File: config.mk
export PLATFORM = sky130hd
export DESIGN_NAME = xrng_ctrl
export DESIGN_NICKNAME = d
export VERILOG_FILES = /design/src/rtl/xrng_pkg.sv /design/src/rtl/xrng_ctrl.sv
export SDC_FILE = /design/constraint.sdc
export NUM_CORES = 1
export LEC_CHECK = 0
export ABC_AREA = 1
export BUFFER_PORTS_ARGS = -buffer_cell sky130_fd_sc_hd__buf_2
export CAP_MARGIN = 20
export CORE_ASPECT_RATIO = 1.75
export CORE_UTILIZATION = 47
export CTS_CLUSTER_DIAMETER = 120
export CTS_CLUSTER_SIZE = 25
export DETAILED_ROUTE_END_ITERATION = 12
export PLACE_DENSITY_LB_ADDON = 0.05
export SLEW_MARGIN = 10
export SYNTH_ARGS = -nofsm -noshare
export SYNTH_HDL_FRONTEND = slang
export SYNTH_SLANG_ARGS = --single-unit
File: constraint.sdc
create_clock -name i_clk -period 9.5 [get_ports i_clk]
set_clock_uncertainty 0.2 [all_clocks]
set_input_delay 0.475 -clock i_clk [delete_from_list [all_inputs] [get_ports i_clk]]
set_output_delay 0.475 -clock i_clk [all_outputs]
set_load 0.02 [all_outputs]
File: src/rtl/xrng_pkg.sv
// Package for the xoshiro256** draw block: constants, request codes and
// the controller/datapath command and status types. Depends on nothing.
package xrng_pkg;

    localparam logic [63:0] SeedReset  = 64'hdeadbeefcafe1234;
    localparam logic [63:0] GoldenStep = 64'h9e3779b97f4a7c15;
    localparam logic [63:0] MixMulA    = 64'hbf58476d1ce4e5b9;
    localparam logic [63:0] MixMulB    = 64'h94d049bb133111eb;

    localparam logic [1:0] FUNC_RAW     = 2'd0;
    localparam logic [1:0] FUNC_BOUNDED = 2'd1;
    localparam logic [1:0] FUNC_BYTES   = 2'd2;
    localparam logic [1:0] FUNC_UNUSED  = 2'd3;

    // Datapath commands, one per cycle.
    typedef enum logic [3:0] {
        CMD_NONE,
        CMD_SEED_LOAD,   // acc <= seed
        CMD_MIX_ADD,     // acc += golden, z <= acc+golden ^ >>30
        CMD_MIX_MUL_A,   // z <= z * A (partial products)
        CMD_MIX_XOR_B,   // z <= z ^ z>>27
        CMD_MIX_MUL_B,   // z <= z * B
        CMD_MIX_STORE,   // shift z ^ z>>31 into state
        CMD_GEN_STEP,    // compute output, advance state
        CMD_DIV_INIT,    // start remainder
        CMD_DIV_STEP,    // one remainder bit
        CMD_PROD,        // product of draw and bound
        CMD_MUL_STEP     // one 16-bit partial product of a 64-bit multiply
    } t_cmd;

    typedef struct packed {
        t_cmd       cmd;
        logic       mul_sel_b;
    } t_ctl;

    typedef struct packed {
        logic        accept;    // product low half meets threshold
        logic [63:0] word;      // last generator output
        logic [31:0] prod_hi;   // high half of draw * bound
    } t_sts;

endpackage

File: src/rtl/xrng_ctrl.sv
// Controller of the xoshiro256** draw block: seeding sequence, request
// handling and result register. Uses xrng_pkg.
module xrng_ctrl (
    input  logic                  i_clk,
    input  logic                  i_rst_n,
    input  logic                  i_seed_we,
    input  logic                  i_valid,
    output logic                  o_stall,
    input  logic [1:0]            i_func,
    input  logic [31:0]           i_upper_bound,
    input  logic [3:0]            i_byte_count,
    output logic                  o_valid,
    input  logic                  i_stall,
    output logic [63:0]           o_value,
    output logic [3:0]            o_valid_bytes,
    output xrng_pkg::t_ctl        o_ctl,
    output logic [1:0]            o_mul_idx,
    input  xrng_pkg::t_sts        i_sts
);
    typedef enum logic [3:0] {
        S_SEED, S_MADD, S_MULA, S_XORB, S_MULB, S_STORE,
        S_IDLE, S_GEN, S_DINIT, S_DIV, S_PROD, S_CHECK, S_DONE
    } t_state;

    t_state      r_state;
    logic [1:0]  r_word_cnt, r_mul_idx;
    logic [4:0]  r_div_cnt;
    logic [1:0]  r_func;
    logic [3:0]  r_count;
    logic        r_out_valid;
    logic [63:0] r_value;
    logic [3:0]  r_vbytes;
    logic [3:0]  sat_count;
    logic        in_accept;

    // A seed write in the same cycle holds off any request.
    assign o_stall       = (r_state != S_IDLE) || i_seed_we || (r_out_valid && i_stall);
    assign in_accept     = i_valid && !o_stall;
    assign o_valid       = r_out_valid;
    assign o_value       = r_value;
    assign o_valid_bytes = r_vbytes;
    assign o_mul_idx     = r_mul_idx;
    assign sat_count     = (i_byte_count > 4'd8) ? 4'd8 : i_byte_count;

    always_comb begin
        o_ctl.cmd       = xrng_pkg::CMD_NONE;
        o_ctl.mul_sel_b = (r_state == S_MULB);
        case (r_state)
            S_SEED:  o_ctl.cmd = xrng_pkg::CMD_SEED_LOAD;
            S_MADD:  o_ctl.cmd = xrng_pkg::CMD_MIX_ADD;
            S_MULA:  o_ctl.cmd = xrng_pkg::CMD_MUL_STEP;
            S_XORB:  o_ctl.cmd = xrng_pkg::CMD_MIX_XOR_B;
            S_MULB:  o_ctl.cmd = xrng_pkg::CMD_MUL_STEP;
            S_STORE: o_ctl.cmd = xrng_pkg::CMD_MIX_STORE;
            S_GEN:   o_ctl.cmd = xrng_pkg::CMD_GEN_STEP;
            S_DINIT: o_ctl.cmd = xrng_pkg::CMD_DIV_INIT;
            S_DIV:   o_ctl.cmd = xrng_pkg::CMD_DIV_STEP;
            S_PROD:  o_ctl.cmd = xrng_pkg::CMD_PROD;
            default: o_ctl.cmd = xrng_pkg::CMD_NONE;
        endcase
    end

    always_ff @(posedge i_clk) begin
        if (!i_rst_n) begin
            r_state     <= S_SEED;
            r_out_valid <= 1'b0;
            r_word_cnt  <= '0;
            r_mul_idx   <= '0;
            r_div_cnt   <= '0;
            r_func      <= '0;
            r_count     <= '0;
        end else begin
            // An accepted request sets the result flag itself below.
            if (r_out_valid && !i_stall && !in_accept) begin
                r_out_valid <= 1'b0;
            end
            if (i_seed_we) begin
                r_state <= S_SEED;
            end else begin
                case (r_state)
                    S_SEED: begin
                        r_word_cnt <= '0;
                        r_state    <= S_MADD;
                    end
                    S_MADD: begin
                        r_mul_idx <= '0;
                        r_state   <= S_MULA;
                    end
                    S_MULA: begin
                        r_mul_idx <= r_mul_idx + 2'd1;
                        if (r_mul_idx == 2'd3) begin
                            r_state <= S_XORB;
                        end
                    end
                    S_XORB: begin
                        r_mul_idx <= '0;
                        r_state   <= S_MULB;
                    end
                    S_MULB: begin
                        r_mul_idx <= r_mul_idx + 2'd1;
                        if (r_mul_idx == 2'd3) begin
                            r_state <= S_STORE;
                        end
                    end
                    S_STORE: begin
                        r_word_cnt <= r_word_cnt + 2'd1;
                        r_state    <= (r_word_cnt == 2'd3) ? S_IDLE : S_MADD;
                    end
                    S_IDLE: begin
                        if (in_accept) begin
                            r_func  <= i_func;
                            r_count <= sat_count;
                            if (i_func == xrng_pkg::FUNC_RAW ||
                                (i_func == xrng_pkg::FUNC_BYTES &&
                                 i_byte_count != 4'd0)) begin
                                r_out_valid <= 1'b0;
                                r_state     <= S_GEN;
                            end else if (i_func == xrng_pkg::FUNC_BOUNDED &&
                                         i_upper_bound > 32'd1) begin
                                r_out_valid <= 1'b0;
                                r_state     <= S_DINIT;
                            end else begin
                                r_value     <= '0;
                                r_vbytes    <= (i_func == xrng_pkg::FUNC_BOUNDED) ?
                                               4'd4 : 4'd0;
                                r_out_valid <= 1'b1;
                            end
                        end
                    end
                    S_DINIT: begin
                        r_div_cnt <= '0;
                        r_state   <= S_DIV;
                    end
                    S_DIV: begin
                        r_div_cnt <= r_div_cnt + 5'd1;
                        if (r_div_cnt == 5'd31) begin
                            r_state <= S_GEN;
                        end
                    end
                    S_GEN: begin
                        r_state <= (r_func == xrng_pkg::FUNC_BOUNDED) ? S_PROD : S_DONE;
                    end
                    S_PROD:  r_state <= S_CHECK;
                    S_CHECK: begin
                        if (i_sts.accept) begin
                            r_value     <= {32'd0, i_sts.prod_hi};
                            r_vbytes    <= 4'd4;
                            r_out_valid <= 1'b1;
                            r_state     <= S_IDLE;
                        end else begin
                            r_state <= S_GEN;
                        end
                    end
                    S_DONE: begin
                        if (r_func == xrng_pkg::FUNC_RAW) begin
                            r_value  <= {32'd0, i_sts.word[63:32]};
                            r_vbytes <= 4'd4;
                        end else begin
                            r_value  <= i_sts.word;
                            r_vbytes <= r_count;
                        end
                        r_out_valid <= 1'b1;
                        r_state     <= S_IDLE;
                    end
                    default: r_state <= S_IDLE;
                endcase
            end
        end
    end
endmodule

=== Word level (Yosys, flattened, before mapping) ===
Memory sizes are Yosys's and may differ from the RTL's. A register that Yosys moved wholly into a read port is not among the register bits.
Cells that the tools add are included.

* Mux-type cells: 36
* $mul: 0
* $add $sub $neg: 3
* Reductions and logical operators: 29
* Magnitude comparators: 2
* Equal/unequal tests: 27
* Bitwise logic cells: 2
* Shifts and indexed selects: 0
* Div/mod/pow operators: 0

{| class="wikitable"
|+ Operators by type and width
! cell !! count
|-
| two-way mux 64 bit || 5
|-
| one-hot mux 64 bit (3 select lines) || 1
|-
| two-way mux 4 bit || 14
|-
| one-hot mux 4 bit (12 select lines) || 1
|-
| > comparator 32 x 1 -> 1 bit (second input constant) || 1
|-
| equality test 4 bit (second input constant) || 5
|-
| equality test 4 x 3 -> 1 bit (second input constant) || 4
|-
| inequality test 2 bit (second input constant) || 6
|-
| one-hot mux 4 bit (3 select lines) || 1
|-
| one-hot mux 5 bit (2 select lines) || 1
|-
| two-way mux 3 bit || 3
|-
| equality test 4 x 2 -> 1 bit (second input constant) || 2
|-
| one-hot mux 2 bit (2 select lines) || 2
|-
| two-way mux 1 bit || 7
|-
| AND reduction 7 bit || 1
|-
| equality test 2 bit (second input constant) || 3
|-
| logical AND 1 bit || 6
|-
| AND reduction 2 bit || 3
|-
| nonzero test 2 bit || 3
|-
| OR reduction 2 bit || 3
|-
| adder 5 x 1 -> 5 bit (second input constant) || 1
|-
| equality test 5 bit (second input constant) || 1
|-
| AND reduction 5 bit || 1
|-
| adder 2 x 1 -> 2 bit (second input constant) || 2
|-
| other kinds (15) || 22
|}

* Bits in latches: 0
* Register bits after elaboration: 88
* RAM bits: 0
* Memories: 1
* Logic and storage cells: 109
* Output and inout bits: 77
* ROM bits: 64

{| class="wikitable"
|+ Memory list
! name !! depth !! width !! read ports !! clocked after memory_dff !! wr ports !! RTL line !! RTL
|-
| (no name shown) || 16 || 4 || 1 || 1 || 0 || xrng_ctrl.sv:48 || <nowiki>case (r_state)</nowiki>
|}

=== Depth between registers and ports, before layout ===
* Depth in word-level cells: 11
* Depth in mapped cells: 16

=== Least setup slack after synthesis ===
Ideal clock, no wire load.

* Kind: input -> register
* Start: input i_seed_we
* End: register r_vbytes[0] (netlist: o_valid_bytes[0]) (enable)
* Stages: 5
* Data required time: 8.704 ns
* Data arrival time: 6.457 ns
* Setup slack: 2.247 ns
* Setup time: 0.596 ns
* Cells stage by stage: clkbuf_1 nor2_2 inv_1 or2_2 a211oi_1

* Cells in the longest elaborated chain, start to end: 6
* Elaborated cells between the ends (all ways): 7
* Classes of those cells: eq/ne (1); bitwise (1); reduce/logical (5)

{| class="wikitable"
|+ Ends and longest elaborated chain
! what !! RTL line !! RTL
|-
| start: declaration || xrng_ctrl.sv:6 || <nowiki>input logic i_seed_we,</nowiki>
|-
| logical OR 1 bit (2 in a row) || xrng_ctrl.sv:37 || <nowiki>assign o_stall = (r_state != S_IDLE) || i_seed_we || (r_out_valid && i_stall);</nowiki>
|-
| logical NOT 1 bit || xrng_ctrl.sv:38 || <nowiki>assign in_accept = i_valid && !o_stall;</nowiki>
|-
| logical AND 1 bit || xrng_ctrl.sv:38 ||
|-
| inequality test 2 bit (no source line) || n/a ||
|-
| AND reduction 7 bit (no source line) (*) || n/a ||
|-
| end signal: assignment || xrng_ctrl.sv:124 || <nowiki>r_vbytes <= (i_func == xrng_pkg::FUNC_BOUNDED) ?</nowiki>
|-
| end signal: assignment || xrng_ctrl.sv:160 || <nowiki>r_vbytes <= r_count;</nowiki>
|-
| end: declaration || xrng_ctrl.sv:32 || <nowiki>logic [3:0] r_vbytes;</nowiki>
|}

Mark *: on every way between the ends. The rest lies on a longest branch, timed or not.
A chain may end at the register's enable or synchronous reset.

=== Worst setup path after layout ===
* Start: register r_state[1]
* End: register r_value[44] (netlist: o_value[44]) (enable)

* Cells in the longest elaborated chain, start to end: 7
* Elaborated cells between the ends (all ways): 14
* Classes of those cells: eq/ne (8); reduce/logical (6)

{| class="wikitable"
|+ Ends and longest elaborated chain
! what !! RTL line !! RTL
|-
| start: declaration || xrng_ctrl.sv:25 || <nowiki>t_state r_state;</nowiki>
|-
| start signal: assignment || xrng_ctrl.sv:107 || <nowiki>r_state <= (r_word_cnt == 2'd3) ? S_IDLE : S_MADD;</nowiki>
|-
| start signal: assignment || xrng_ctrl.sv:141 || <nowiki>r_state <= (r_func == xrng_pkg::FUNC_BOUNDED) ? S_PROD : S_DONE;</nowiki>
|-
| inequality test 4 x 3 -> 1 bit || xrng_ctrl.sv:37 ||
|-
| logical OR 1 bit (2 in a row) || xrng_ctrl.sv:37 ||
|-
| logical NOT 1 bit || xrng_ctrl.sv:38 ||
|-
| logical AND 1 bit || xrng_ctrl.sv:38 ||
|-
| inequality test 2 bit (no source line) || n/a ||
|-
| AND reduction 7 bit (no source line) (*) || n/a ||
|-
| end signal: assignment || xrng_ctrl.sv:146 || <nowiki>r_value <= {32'd0, i_sts.prod_hi};</nowiki>
|-
| end signal: assignment || xrng_ctrl.sv:156 || <nowiki>r_value <= {32'd0, i_sts.word[63:32]};</nowiki>
|-
| end signal: assignment || xrng_ctrl.sv:159 || <nowiki>r_value <= i_sts.word;</nowiki>
|-
| end: declaration || xrng_ctrl.sv:31 || <nowiki>logic [63:0] r_value;</nowiki>
|}

Marks and branches as above.

==> reports/results.ini <==
[status]
outcome=finished, final reports clean

[placed_design]
place_area_um2=5841
gp_congestion=0.9502
dp_hpwl_um=10110
port_buffers=215
pre_cts_slack_ns=6.021

[setup_path]
start_kind=flip-flop
cp-end-kind=flip-flop
path_cells=nand2_1 > nor2_4 > nor3_1 > or2_2 > a211oi_4 > buf_4
cp_slowest_cell=nor2_4
arrival_ns=3.24
crit_required_ns=9.26
critPathMaxFanout=68
critical_path_class=reg2reg
critical_path.max_stage_delay_ns=0.77

[global_route]
antenna_found_initial=1
grt_pass1_wl_um=20840
grt_max_degree=69
overflow=0
grt_usage=0.2634
first_global_vias=4377

[floorplan]
core_um2=9527
fp-row-count=47
start_util=0.4882
die_y_um=133.6
die_w_um=77.20
die_area_um2=10310
io_pins=217

[timing]
finalMaxSlewViolations=0
maxSlewHeadroom=0.2975
fin_crit_ns=3.484
worst_pin_slew_ns=1.052
setup_violations=0
fin_ws_ns=6.016
post-route-period-util=0.3668
max_freq_mhz=287.0
fin_setup_tns_ns=0
hold_viol_final=0
holdWs_ns=0.1990
rsz0062_at_grt=no

[synth]
synth_top_area_frac=0.4391
syn_area_um2=4651
avgSynthCellArea_um2=8.549
synth_cell_types=31
ys_ff_latch=92
seq_area_frac_synth=0.5424
syn_nets=693
synth.area.top_cells=edfxtp_1, dfxtp_1, nand2_1
yosys.area.top_type=edfxtp_1
ys_warn_count=0
syn_inst=544

[power_and_ir_drop]
p_clk_frac=0.380
p_switching_mw=0.2315
total_power_mw=0.9203
ir_worst_vdd_mv=0.09815
p_leak_nw=2.429
power_frac_comb=0.141
switching_share=0.2516
pwr_density_cell_nw_per_um2=149.3
seqPwrFrac=0.479
power.internal_mw=0.6887

[clocking]
path_clk_slew_ns=0.06
cts_tree=yes
cts_inserted_buffers=9
cts_setup_buffers=0
post_cts_resized=0
htreeDepth=3
clk_latency_ns=0.33
cts-hold-fix-buffers=0
cts-root-buf=clkbuf_16
cts.sinks=92
clockBufferDepth=2

[route]
drc=0
routed_wirelength_um=13500
vias=4488
drtAntennaViolNets=0
first_iter_violations=304
viasPerCell=5.094
dr.pass1.iters=4
wl_per_cell_um=15.32

[layout]
drive_above_1_share=0.3536
finish.instance_area_um2=6162
final_common_cell=buf_2
mostFrequentLayoutCells=buf_2, nand2_1, nor2_1, o21ai_0, edfxtp_1
area_growth_pct=32.50
final_nets=902

[job]
maxCapViolCount=0

[worst_hold_path]
hp-class=in2reg

worst max-delay path: cells and delay by family (launching register included):
kind,cells,cell delay [ns]
buf+inv,1,0.71
flops,1,0.50
simple gates,4,1.50
compound gates,1,0.16
state kept, by name, indices dropped and copies added (netlist names), 2 cells and up:
signal,flops
o_ctl,4
o_mul_idx,2
o_valid_bytes,4
o_value,64
r_count,4
r_div_cnt,5
r_func,2
r_state,4
r_word_cnt,2
synthesized netlist by cell type (all sizes together):
cell,n
a21oi,11
ha,9
a221oi,1
nand4,6
or2,3
a31oi,1
o21ai,80
clkinv,3
o211ai,2
edfxtp,68
a211oi,5
inv,42
dfxtp,24
nand2,122
a2111oi,1
nand3,22
nor2,116
clkbuf,21
nor3,6
xor2,1
per-layer routing:
layer	vias to the layer above	track usage	share of wire	wire, um
li1	2232	-	-	-
met1	2045	0.2677	0.36	4894
met2	175	0.4936	0.55	7445
met3	36	0.05137	0.049	667
met4	0	0.1426	0.036	488
met5	-	0	0	0
final cells by class:
cell class,instances,area (um2)
flip-flops and latches,92,2522
clock buffers,9,225.2
well taps,122,152.6
fillers,863,3364
inverters,45,168.9
diodes,1,2.502
repair buffers,219,1126
multi-input cells,386,1898
clock inverters,7,66.31
power groups by stage:
stage	clock [mW]	combinational [mW]	sequential (mW)
2_1_floorplan	0	0.0685	0.457
3_3_place_gp	0	0.128	0.449
3_5_place_dp	0	0.130	0.449
4_1_cts	0.358	0.131	0.441
5_1_grt	0.374	0.144	0.441
6_report	0.350	0.130	0.441
cell families (layout without fill, tap and decap cells):
kind of cell,after synthesis,count (layout),synth area share
AOI/OAI and AO/OA,101,101,0.1154
xor gates and xnor gates,1,1,0.001884
adders and majority gates,9,9,0.02421
buffers and inverters,66,280,0.05327
DFF,92,92,0.5424
other,0,1,0
and+or+nand+nor,275,275,0.2628
final timing paths:
| path | startpoint | endpoint | slack, ns | cells after the start |
|---|---|---|---|---|
| hold reg to reg | r_count[2] | r_count[2] | 0.27 | 2 |
| setup reg to reg | r_state[1] | o_value[44] | 6.02 | 6 |
| hold / removal | i_byte_count[0] | r_count[0] | 0.20 | 3 |
| setup / recovery | r_state[1] | o_value[44] | 6.02 | 6 |
through the flow:
| step | utilization | cells |
|---|---|---|
| after global routing | 0.6468 | 881 |
| after detailed placement | 0.6131 | 863 |
| after global placement | 0.6131 | 863 |
| after floorplan | - | 544 |
| final | 0.6468 | 881 |
| after CTS | 0.6437 | 879 |
No activity file was read; power rests on OpenSTA's default activity.
